`src/design/compass_heading_from_xy_core_macros.svh`:
```
// assertion macros shared by the compass heading core
// expects clk_i and rst_ni in the scope of each use
`ifndef COMPASS_HEADING_FROM_XY_CORE_MACROS_SVH
`define COMPASS_HEADING_FROM_XY_CORE_MACROS_SVH

// same-cycle implication
`define CHXY_ASSERT(lbl, prop, msg) \
  lbl: assert property (@(posedge clk_i) disable iff (!rst_ni) prop) else $error(msg);

// next-cycle implication
`define CHXY_ASSERT_NEXT(lbl, ante, cons, msg) \
  lbl: assert property (@(posedge clk_i) disable iff (!rst_ni) (ante) |=> (cons)) \
    else $error(msg);

`endif

```
`src/design/chxy_pkg.sv`:
```
// shared types and constants of the compass heading cordic pipeline
// no dependencies
package chxy_pkg;

  // vector and angle widths (angle in units of 2^-24 degree)
  localparam int XY_W      = 20;
  localparam int ACC_BITS  = 24;
  localparam int Z_W       = 34;
  localparam int TABLE_LEN = 24;

  // +180 degrees in accumulator units
  localparam logic signed [Z_W-1:0] Z_HALF_TURN = Z_W'(180) << ACC_BITS;

  // atan(2^-i) in units of 2^-24 degree, rounded to nearest
  localparam logic [31:0] ARC_TABLE [TABLE_LEN] = '{
    32'd754974720, 32'd445687602, 32'd235489088, 32'd119537938,
    32'd60000934,  32'd30029717,  32'd15018523,  32'd7509720,
    32'd3754917,   32'd1877466,   32'd938734,    32'd469367,
    32'd234684,    32'd117342,    32'd58671,     32'd29335,
    32'd14668,     32'd7334,      32'd3667,      32'd1833,
    32'd917,       32'd458,       32'd229,       32'd115
  };

  // exact headings that replace the rotation result
  typedef enum logic [2:0] {
    SPEC_NONE    = 3'd0,
    SPEC_ZERO    = 3'd1,
    SPEC_POS_180 = 3'd2,
    SPEC_POS_90  = 3'd3,
    SPEC_NEG_90  = 3'd4
  } spec_e;

  // one beat inside the rotation pipeline
  typedef struct packed {
    logic signed [XY_W-1:0] x;
    logic signed [XY_W-1:0] y;
    logic signed [Z_W-1:0]  z;
    spec_e                  spec;
  } vec_t;

endpackage

```
`src/design/chxy_fold.sv`:
```
// input stage: special-case detection and left half-plane fold
// depends on chxy_pkg
module chxy_fold (
  input  logic                clk_i,
  input  logic                rst_ni,
  input  logic                valid_i,
  input  logic signed [15:0]  field_x_i,
  input  logic signed [15:0]  field_y_i,
  output logic                ready_o,
  output logic                valid_o,
  input  logic                ready_i,
  output chxy_pkg::vec_t      vec_o
);

  logic                            valid_q;
  chxy_pkg::vec_t                  vec_d, vec_q;
  logic signed [chxy_pkg::XY_W-1:0] x_ext, y_ext;

  assign x_ext = chxy_pkg::XY_W'(field_x_i);
  assign y_ext = chxy_pkg::XY_W'(field_y_i);

  // classify and fold negative x onto the right half plane
  always_comb begin
    vec_d.x    = x_ext;
    vec_d.y    = y_ext;
    vec_d.z    = '0;
    vec_d.spec = chxy_pkg::SPEC_NONE;
    if (field_y_i == 16'sd0) begin
      vec_d.spec = field_x_i[15] ? chxy_pkg::SPEC_POS_180 : chxy_pkg::SPEC_ZERO;
    end else if (field_x_i == 16'sd0) begin
      vec_d.spec = field_y_i[15] ? chxy_pkg::SPEC_NEG_90 : chxy_pkg::SPEC_POS_90;
    end else if (field_x_i[15]) begin
      vec_d.x = -x_ext;
      vec_d.y = -y_ext;
      vec_d.z = field_y_i[15] ? -chxy_pkg::Z_HALF_TURN : chxy_pkg::Z_HALF_TURN;
    end
  end

  assign ready_o = !valid_q || ready_i;

  // stage valid
  always_ff @(posedge clk_i or negedge rst_ni) begin
    if (!rst_ni) begin
      valid_q <= 1'b0;
    end else if (ready_o) begin
      valid_q <= valid_i;
    end
  end

  // stage payload
  always_ff @(posedge clk_i) begin
    if (valid_i && ready_o) begin
      vec_q <= vec_d;
    end
  end

  assign valid_o = valid_q;
  assign vec_o   = vec_q;

endmodule

```
`src/design/chxy_rot_stage.sv`:
```
// one cordic vectoring micro-rotation with its pipeline register
// depends on chxy_pkg
module chxy_rot_stage #(
  parameter int SHIFT = 0
) (
  input  logic           clk_i,
  input  logic           rst_ni,
  input  logic           valid_i,
  input  chxy_pkg::vec_t vec_i,
  output logic           ready_o,
  output logic           valid_o,
  input  logic           ready_i,
  output chxy_pkg::vec_t vec_o
);

  localparam logic signed [chxy_pkg::Z_W-1:0] ARC =
    chxy_pkg::Z_W'(chxy_pkg::ARC_TABLE[SHIFT]);

  logic                             valid_q;
  chxy_pkg::vec_t                   vec_d, vec_q;
  logic signed [chxy_pkg::XY_W-1:0] xs, ys;
  logic                             rot_cw;

  assign xs     = vec_i.x >>> SHIFT;
  assign ys     = vec_i.y >>> SHIFT;
  assign rot_cw = !vec_i.y[chxy_pkg::XY_W-1] && (vec_i.y != '0);

  // drive y toward zero, accumulate the angle turned
  always_comb begin
    vec_d.spec = vec_i.spec;
    if (rot_cw) begin
      vec_d.x = vec_i.x + ys;
      vec_d.y = vec_i.y - xs;
      vec_d.z = vec_i.z + ARC;
    end else begin
      vec_d.x = vec_i.x - ys;
      vec_d.y = vec_i.y + xs;
      vec_d.z = vec_i.z - ARC;
    end
  end

  assign ready_o = !valid_q || ready_i;

  // stage valid
  always_ff @(posedge clk_i or negedge rst_ni) begin
    if (!rst_ni) begin
      valid_q <= 1'b0;
    end else if (ready_o) begin
      valid_q <= valid_i;
    end
  end

  // stage payload
  always_ff @(posedge clk_i) begin
    if (valid_i && ready_o) begin
      vec_q <= vec_d;
    end
  end

  assign valid_o = valid_q;
  assign vec_o   = vec_q;

endmodule

```
`src/design/chxy_finish.sv`:
```
// output stages: round the angle to the output grid, wrap, apply exact cases
// depends on chxy_pkg and the assertion macro header
`include "compass_heading_from_xy_core_macros.svh"

module chxy_finish #(
  parameter int ANGLE_FRACTION_BITS = 7
) (
  input  logic               clk_i,
  input  logic               rst_ni,
  input  logic               valid_i,
  input  chxy_pkg::vec_t     vec_i,
  output logic               ready_o,
  output logic               valid_o,
  input  logic               ready_i,
  output logic signed [15:0] heading_o
);

  localparam int Z_W   = chxy_pkg::Z_W;
  localparam int SHR   = chxy_pkg::ACC_BITS - ANGLE_FRACTION_BITS;
  localparam logic [Z_W-1:0] RND  = Z_W'(1) << (SHR - 1);
  localparam logic [Z_W-1:0] HALF = Z_W'(180) << ANGLE_FRACTION_BITS;
  localparam logic [Z_W-1:0] TURN = HALF << 1;
  localparam logic signed [Z_W-1:0] HALF_S = signed'(HALF);
  localparam logic signed [Z_W-1:0] QUART_S = signed'(HALF >> 1);

  // rounding stage
  logic             a_valid_q, a_ready;
  logic [Z_W-1:0]   zt, addend, m_d, m_q;
  logic             neg_q;
  chxy_pkg::spec_e  spec_q;

  // output stage
  logic                  b_valid_q, b_ready;
  logic signed [Z_W-1:0] res_d, res_q;
  logic                  wrap;

  // |z| rounded half away from zero: ~z + (rnd + 1) for negative z, one adder
  assign zt     = vec_i.z[Z_W-1] ? ~vec_i.z : vec_i.z;
  assign addend = vec_i.z[Z_W-1] ? RND + Z_W'(1) : RND;
  assign m_d    = (zt + addend) >> SHR;

  assign a_ready = !a_valid_q || b_ready;
  assign ready_o = a_ready;

  always_ff @(posedge clk_i or negedge rst_ni) begin
    if (!rst_ni) begin
      a_valid_q <= 1'b0;
    end else if (a_ready) begin
      a_valid_q <= valid_i;
    end
  end

  always_ff @(posedge clk_i) begin
    if (valid_i && a_ready) begin
      m_q    <= m_d;
      neg_q  <= vec_i.z[Z_W-1];
      spec_q <= vec_i.spec;
    end
  end

  // restore sign and wrap into -180..+180, or take an exact heading
  assign wrap = m_q > HALF;

  always_comb begin
    case (spec_q)
      chxy_pkg::SPEC_ZERO:    res_d = '0;
      chxy_pkg::SPEC_POS_180: res_d = HALF_S;
      chxy_pkg::SPEC_POS_90:  res_d = QUART_S;
      chxy_pkg::SPEC_NEG_90:  res_d = -QUART_S;
      default: begin
        if (wrap) begin
          res_d = neg_q ? signed'(TURN - m_q) : signed'(m_q - TURN);
        end else begin
          res_d = neg_q ? -signed'(m_q) : signed'(m_q);
        end
      end
    endcase
  end

  assign b_ready = !b_valid_q || ready_i;

  always_ff @(posedge clk_i or negedge rst_ni) begin
    if (!rst_ni) begin
      b_valid_q <= 1'b0;
    end else if (b_ready) begin
      b_valid_q <= a_valid_q;
    end
  end

  always_ff @(posedge clk_i) begin
    if (a_valid_q && b_ready) begin
      res_q <= res_d;
    end
  end

  assign valid_o   = b_valid_q;
  assign heading_o = res_q[15:0];

  // checks
  `CHXY_ASSERT(a_res_in_range, b_valid_q |-> (res_q <= HALF_S && res_q >= -HALF_S), "heading outside -180..+180")
  `CHXY_ASSERT(a_mag_below_turn, (a_valid_q && spec_q == chxy_pkg::SPEC_NONE) |-> (m_q < TURN), "rounded angle magnitude reaches a full turn")
  `CHXY_ASSERT_NEXT(a_round_to_out, a_valid_q && b_ready, b_valid_q, "rounded beat lost on the way to the output register")

endmodule

```
`src/design/compass_heading_from_xy_core.sv`:
```
// Compass heading core: each beat of signed 16-bit field_x/field_y gives one beat of
// heading = atan2(field_y, field_x) in 1/2^ANGLE_FRACTION_BITS degree, -180..+180
// (y = 0, x < 0 gives exactly +180; x = y = 0 gives 0). The angle comes from an
// unrolled CORDIC in vectoring mode, one micro-rotation per register stage, so the
// block takes one beat every clock unless all stages hold a beat. A beat passes
// one fold stage, ROTATION_STEPS rotation stages and two rounding/wrap stages,
// in that order. Every stage has its own valid bit, so bubbles
// close up under a stall and input is refused only when all stages hold a beat.
// depends on chxy_pkg, chxy_fold, chxy_rot_stage, chxy_finish and the macro header
`include "compass_heading_from_xy_core_macros.svh"

module compass_heading_from_xy_core #(
  parameter int ROTATION_STEPS      = 16,
  parameter int ANGLE_FRACTION_BITS = 7
) (
  input  logic               clk_i,
  input  logic               rst_ni,
  input  logic               valid_i,
  output logic               stall_o,
  input  logic signed [15:0] field_x_i,
  input  logic signed [15:0] field_y_i,
  output logic               valid_o,
  input  logic               stall_i,
  output logic signed [15:0] heading_o
);

  chxy_pkg::vec_t          vec   [ROTATION_STEPS+1];
  logic [ROTATION_STEPS:0] vld;
  logic [ROTATION_STEPS:0] rdy;
  logic                    fold_ready;

  // half-plane fold
  chxy_fold u_fold (
    .clk_i     (clk_i),
    .rst_ni    (rst_ni),
    .valid_i   (valid_i),
    .field_x_i (field_x_i),
    .field_y_i (field_y_i),
    .ready_o   (fold_ready),
    .valid_o   (vld[0]),
    .ready_i   (rdy[0]),
    .vec_o     (vec[0])
  );

  assign stall_o = !fold_ready;

  // micro-rotation chain
  for (genvar i = 0; i < ROTATION_STEPS; i++) begin : g_rot
    chxy_rot_stage #(
      .SHIFT (i)
    ) u_rot (
      .clk_i   (clk_i),
      .rst_ni  (rst_ni),
      .valid_i (vld[i]),
      .vec_i   (vec[i]),
      .ready_o (rdy[i]),
      .valid_o (vld[i+1]),
      .ready_i (rdy[i+1]),
      .vec_o   (vec[i+1])
    );
  end

  // rounding, wrap and output register
  chxy_finish #(
    .ANGLE_FRACTION_BITS (ANGLE_FRACTION_BITS)
  ) u_finish (
    .clk_i     (clk_i),
    .rst_ni    (rst_ni),
    .valid_i   (vld[ROTATION_STEPS]),
    .vec_i     (vec[ROTATION_STEPS]),
    .ready_o   (rdy[ROTATION_STEPS]),
    .valid_o   (valid_o),
    .ready_i   (!stall_i),
    .heading_o (heading_o)
  );

  // checks
  `CHXY_ASSERT(a_flow_when_drained, !stall_i |-> !stall_o, "input stalled while output flows")
  `CHXY_ASSERT(a_ready_chain, (rdy[ROTATION_STEPS] && !vld[0]) |-> !stall_o, "empty fold stage refuses a beat")

endmodule
```
`config.mk`:
```
export PLATFORM = sky130hd
export DESIGN_NAME = compass_heading_from_xy_core
export DESIGN_NICKNAME = d
export VERILOG_FILES = /design/src/design/chxy_pkg.sv /design/src/design/chxy_fold.sv /design/src/design/chxy_rot_stage.sv /design/src/design/chxy_finish.sv /design/src/design/compass_heading_from_xy_core.sv
export VERILOG_INCLUDE_DIRS = /design/src /design/src/design
export SDC_FILE = /design/constraint.sdc
export NUM_CORES = 2
export LEC_CHECK = 0
export BUFFER_PORTS_ARGS = -buffer_cell sky130_fd_sc_hd__buf_2
export CAP_MARGIN = 20
export CORE_MARGIN = 2
export CORE_UTILIZATION = 50
export DETAILED_ROUTE_END_ITERATION = 12
export HOLD_SLACK_MARGIN = 0.08
export PLACE_DENSITY_LB_ADDON = 0.08
export SYNTH_ARGS = -nofsm -noshare
export SYNTH_HDL_FRONTEND = slang
export SYNTH_SLANG_ARGS = --single-unit
```
`constraint.sdc`:
```
create_clock -name clk_i -period 11.2 [get_ports clk_i]
set_clock_uncertainty 0.15 [all_clocks]
set_input_delay 2.8 -clock clk_i [delete_from_list [all_inputs] [get_ports clk_i]]
set_output_delay 2.8 -clock clk_i [all_outputs]
set_load 0.02 [all_outputs]
```
==> results.cfg <==
[run_status]
outcome = finished, final reports clean

[critical_path]
crit_path_max_fanout = 7
arrival_ps = 5940
worst_setup_path_end_kind = primary output
worstPathRequired_ps = 8250
regToRegSetupSlack_ps = 4620
reg2regPathDepth = 17
r2r_start = g_rot[3].u_rot.vec_o[47]
r2r-end = g_rot[4].u_rot.vec_o[75]
startpoint = stall_i
critPathKind = input port to primary output
critPathLaunchType = input port

[global_routing]
grt_usage_pct = 21.6
antenna_found_initial = 1
grt_pass1_vias = 65600
grt_first_pass_wirelength_microns = 330000
grt_overflow = 0
grt_max_degree = 77

[sta]
fmax_mhz = 113
rsz0062_at_grt = false
setup_tns_ps = 0
setup_viol = 0
drv_slew = 0
max-slew-margin-rel_pct = 30.4
finalHoldViolCount = 0
post-route-period-util_pct = 79.4
min_period_ps = 8890
worst_pin_slew_ps = 1030

[cells_and_area]
final_nets = 10400
fillerInstances = 15800
synthToLayoutAreaGrowth_pct = 9.02
layout-drive-gt1-share_pct = 4.75
multi_input_area_sq_mm = 0.0536
register_area_sq_mm = 0.0357

[drt]
drt_iter0_drc = 3448
detail-route-antenna-nets = 0
drcViolationCount = 0
routedWlPerCell_microns = 17.4
vias = 67200
viasPerCell = 5.72
drtPass1Iterations = 6
wl_microns = 205000

[floorplan]
initial_utilization_pct = 50.4
die_y_microns = 431
rows = 156
ios = 54
dieArea_sq_mm = 0.186
core_area_sq_mm = 0.181
die-width_microns = 431

[yosys]
yosysTopAreaCell = edfxtp_1
yosys.area.top_type_share_pct = 38.6
syn-instance-count = 9085
synth_area_sq_mm = 0.0911
synth_edf_count = 1172
synthFlopType = edfxtp_1
yosysSeqAreaShare_pct = 39.2
yosysUniqueCellTypes = 95
ys_warn_count = 0
avgSynthCellArea_sq_um = 10.0
synth.area.top_cells = edfxtp_1 (39%), ha_1 (15%), xnor2_1 (7.7%), a21oi_1 (4.7%), xor2_1 (3.7%)
async_flop_share_pct = 1.60
ys_ff_latch = 1191

[placed_design]
gp_congestion = 0.893
port_buffers = 53
dpl.hpwl_microns = 163000

[cts]
root_buffer = clkbuf_16
cts_tree = done
postCtsSetupBuffers = 0
cts_hold_buf = 0
insertion_delay_ps = 790
path_clk_slew_ps = 60
cts_resized = 0
numCtsBuffers = 146
h-tree-depth = 4
cts.sinks = 1191
clk_path_buf_depth = 3

[run]
drv_cap = 0

[worst_hold_path]
min_path_cells = 0
worstHoldStart = g_rot[5].u_rot.vec_o[2]
min_to = g_rot[6].u_rot.vec_o[2]
worstHoldPathType = flop to flop
-- how the worst max path moves through the flow --
stage / end / depth (start not counted)
2_1_floorplan: g_rot[2].u_rot.vec_o[0] / 8
4_1_cts: stall_o / 12
3_3_place_gp: stall_o / 12
6_report: stall_o / 12
5_1_grt: stall_o / 12
3_5_place_dp: stall_o / 12
-- metrics by stage --
step / worst slack, ps / instances / util, % / hold WS [ps] / cell area, sq um
global route: 1980 / 11800 / 54.9 / 268 / 99300
CTS: 2240 / 11800 / 54.9 / 263 / 99300
global placement: 2230 / 11500 / 52.2 / 252 / 94500
floorplan: 1600 / 9122 / - / 250 / 91200
detailed placement: 2260 / 11500 / 52.2 / 255 / 94500
finish: 2310 / 11800 / 54.9 / 258 / 99300
-- cell type report --
type / instances / area share [%]
Multi-Input combinational cell: 7371 / 53.9
Sequential cell: 1191 / 35.9
Clock buffer: 180 / 3.92
Tap cell: 2370 / 2.99
Inverter: 450 / 1.70
Clock inverter: 88 / 0.855
Timing Repair Buffer: 104 / 0.670
Antenna cell: 2 / 0.00504
-- placed cells by master (no fill, tap or decap), types with 53 or more instances in the layout --
| cell | n |
|---|---|
| o21bai_1 | 101 |
| o21a_1 | 137 |
| and3_1 | 66 |
| inv_1 | 443 |
| xnor2_1 | 805 |
| o31ai_1 | 104 |
| a21oi_1 | 854 |
| nor2_1 | 722 |
| nor2b_1 | 147 |
| ha_1 | 1062 |
| nor4_1 | 76 |
| buf_2 | 53 |
| nand3_1 | 167 |
| xor2_1 | 389 |
| nand2b_1 | 125 |
| o21ai_0 | 465 |
| a211oi_1 | 75 |
| a21o_1 | 339 |
| clkbuf_16 | 150 |
| or3_1 | 85 |
| edfxtp_1 | 1172 |
| nand4_1 | 61 |
| a31oi_1 | 64 |
| nor3_1 | 222 |
| nand2_1 | 513 |
| and2_1 | 57 |
-- sequential cells by signal, indices dropped and copies added, names as in the netlist --
signal and cells:
g_rot.u_rot.valid_o 16, u_finish.m_q 17, u_fold.valid_o 1, u_finish.spec_q 3, u_finish.neg_q 1, u_finish.a_valid_q 1, u_fold.vec_o 45, u_finish.valid_o 1
u_finish.res_q 16, g_rot.u_rot.vec_o 1090
-- cells by family after synthesis --
group,count (synthesis),share of synthesized area (%)
compound gates,2567,18.0
other cells,1,0.00412
fa+ha+maj,1109,15.6
simple gates,2416,12.9
flops,1191,39.2
mux,47,0.527
xor+xnor,1194,11.5
buf+inv,560,2.33
-- Yosys cell counts (101+ instances only) --
| cell | instances |
|---|---|
| a21o_1 | 339 |
| a21oi_1 | 854 |
| edfxtp_1 | 1172 |
| ha_1 | 1062 |
| inv_1 | 443 |
| nand2_1 | 513 |
| nand2b_1 | 125 |
| nand3_1 | 167 |
| nor2_1 | 722 |
| nor2b_1 | 152 |
| nor3_1 | 222 |
| o21a_1 | 137 |
| o21ai_0 | 466 |
| o21bai_1 | 101 |
| o31ai_1 | 104 |
| xnor2_1 | 805 |
| xor2_1 | 389 |
-- critical path, cell delays in order --
cell     delay (ps)
buf_2           110
nand4_1         180
nor2_1          390
nand2_1         170
nor2_1          220
nand4_1         280
nor2_1          380
and2_1          550
and3_1          280
nand3_1         250
inv_1           120
buf_2           180
-- per-layer routing --
layer  up-vias  global-route usage [%]  wire length [microns]
met2      1024                    40.2                 106000
li1      34100                       -                      -
met4         0                    7.01                   5910
met5         -                       0                      0
met3       304                    2.48                   5760
met1     31800                    25.6                  87100
Power is not shown: default switching activity piles up to over one toggle a cycle in this logic, so the estimate is an artifact.
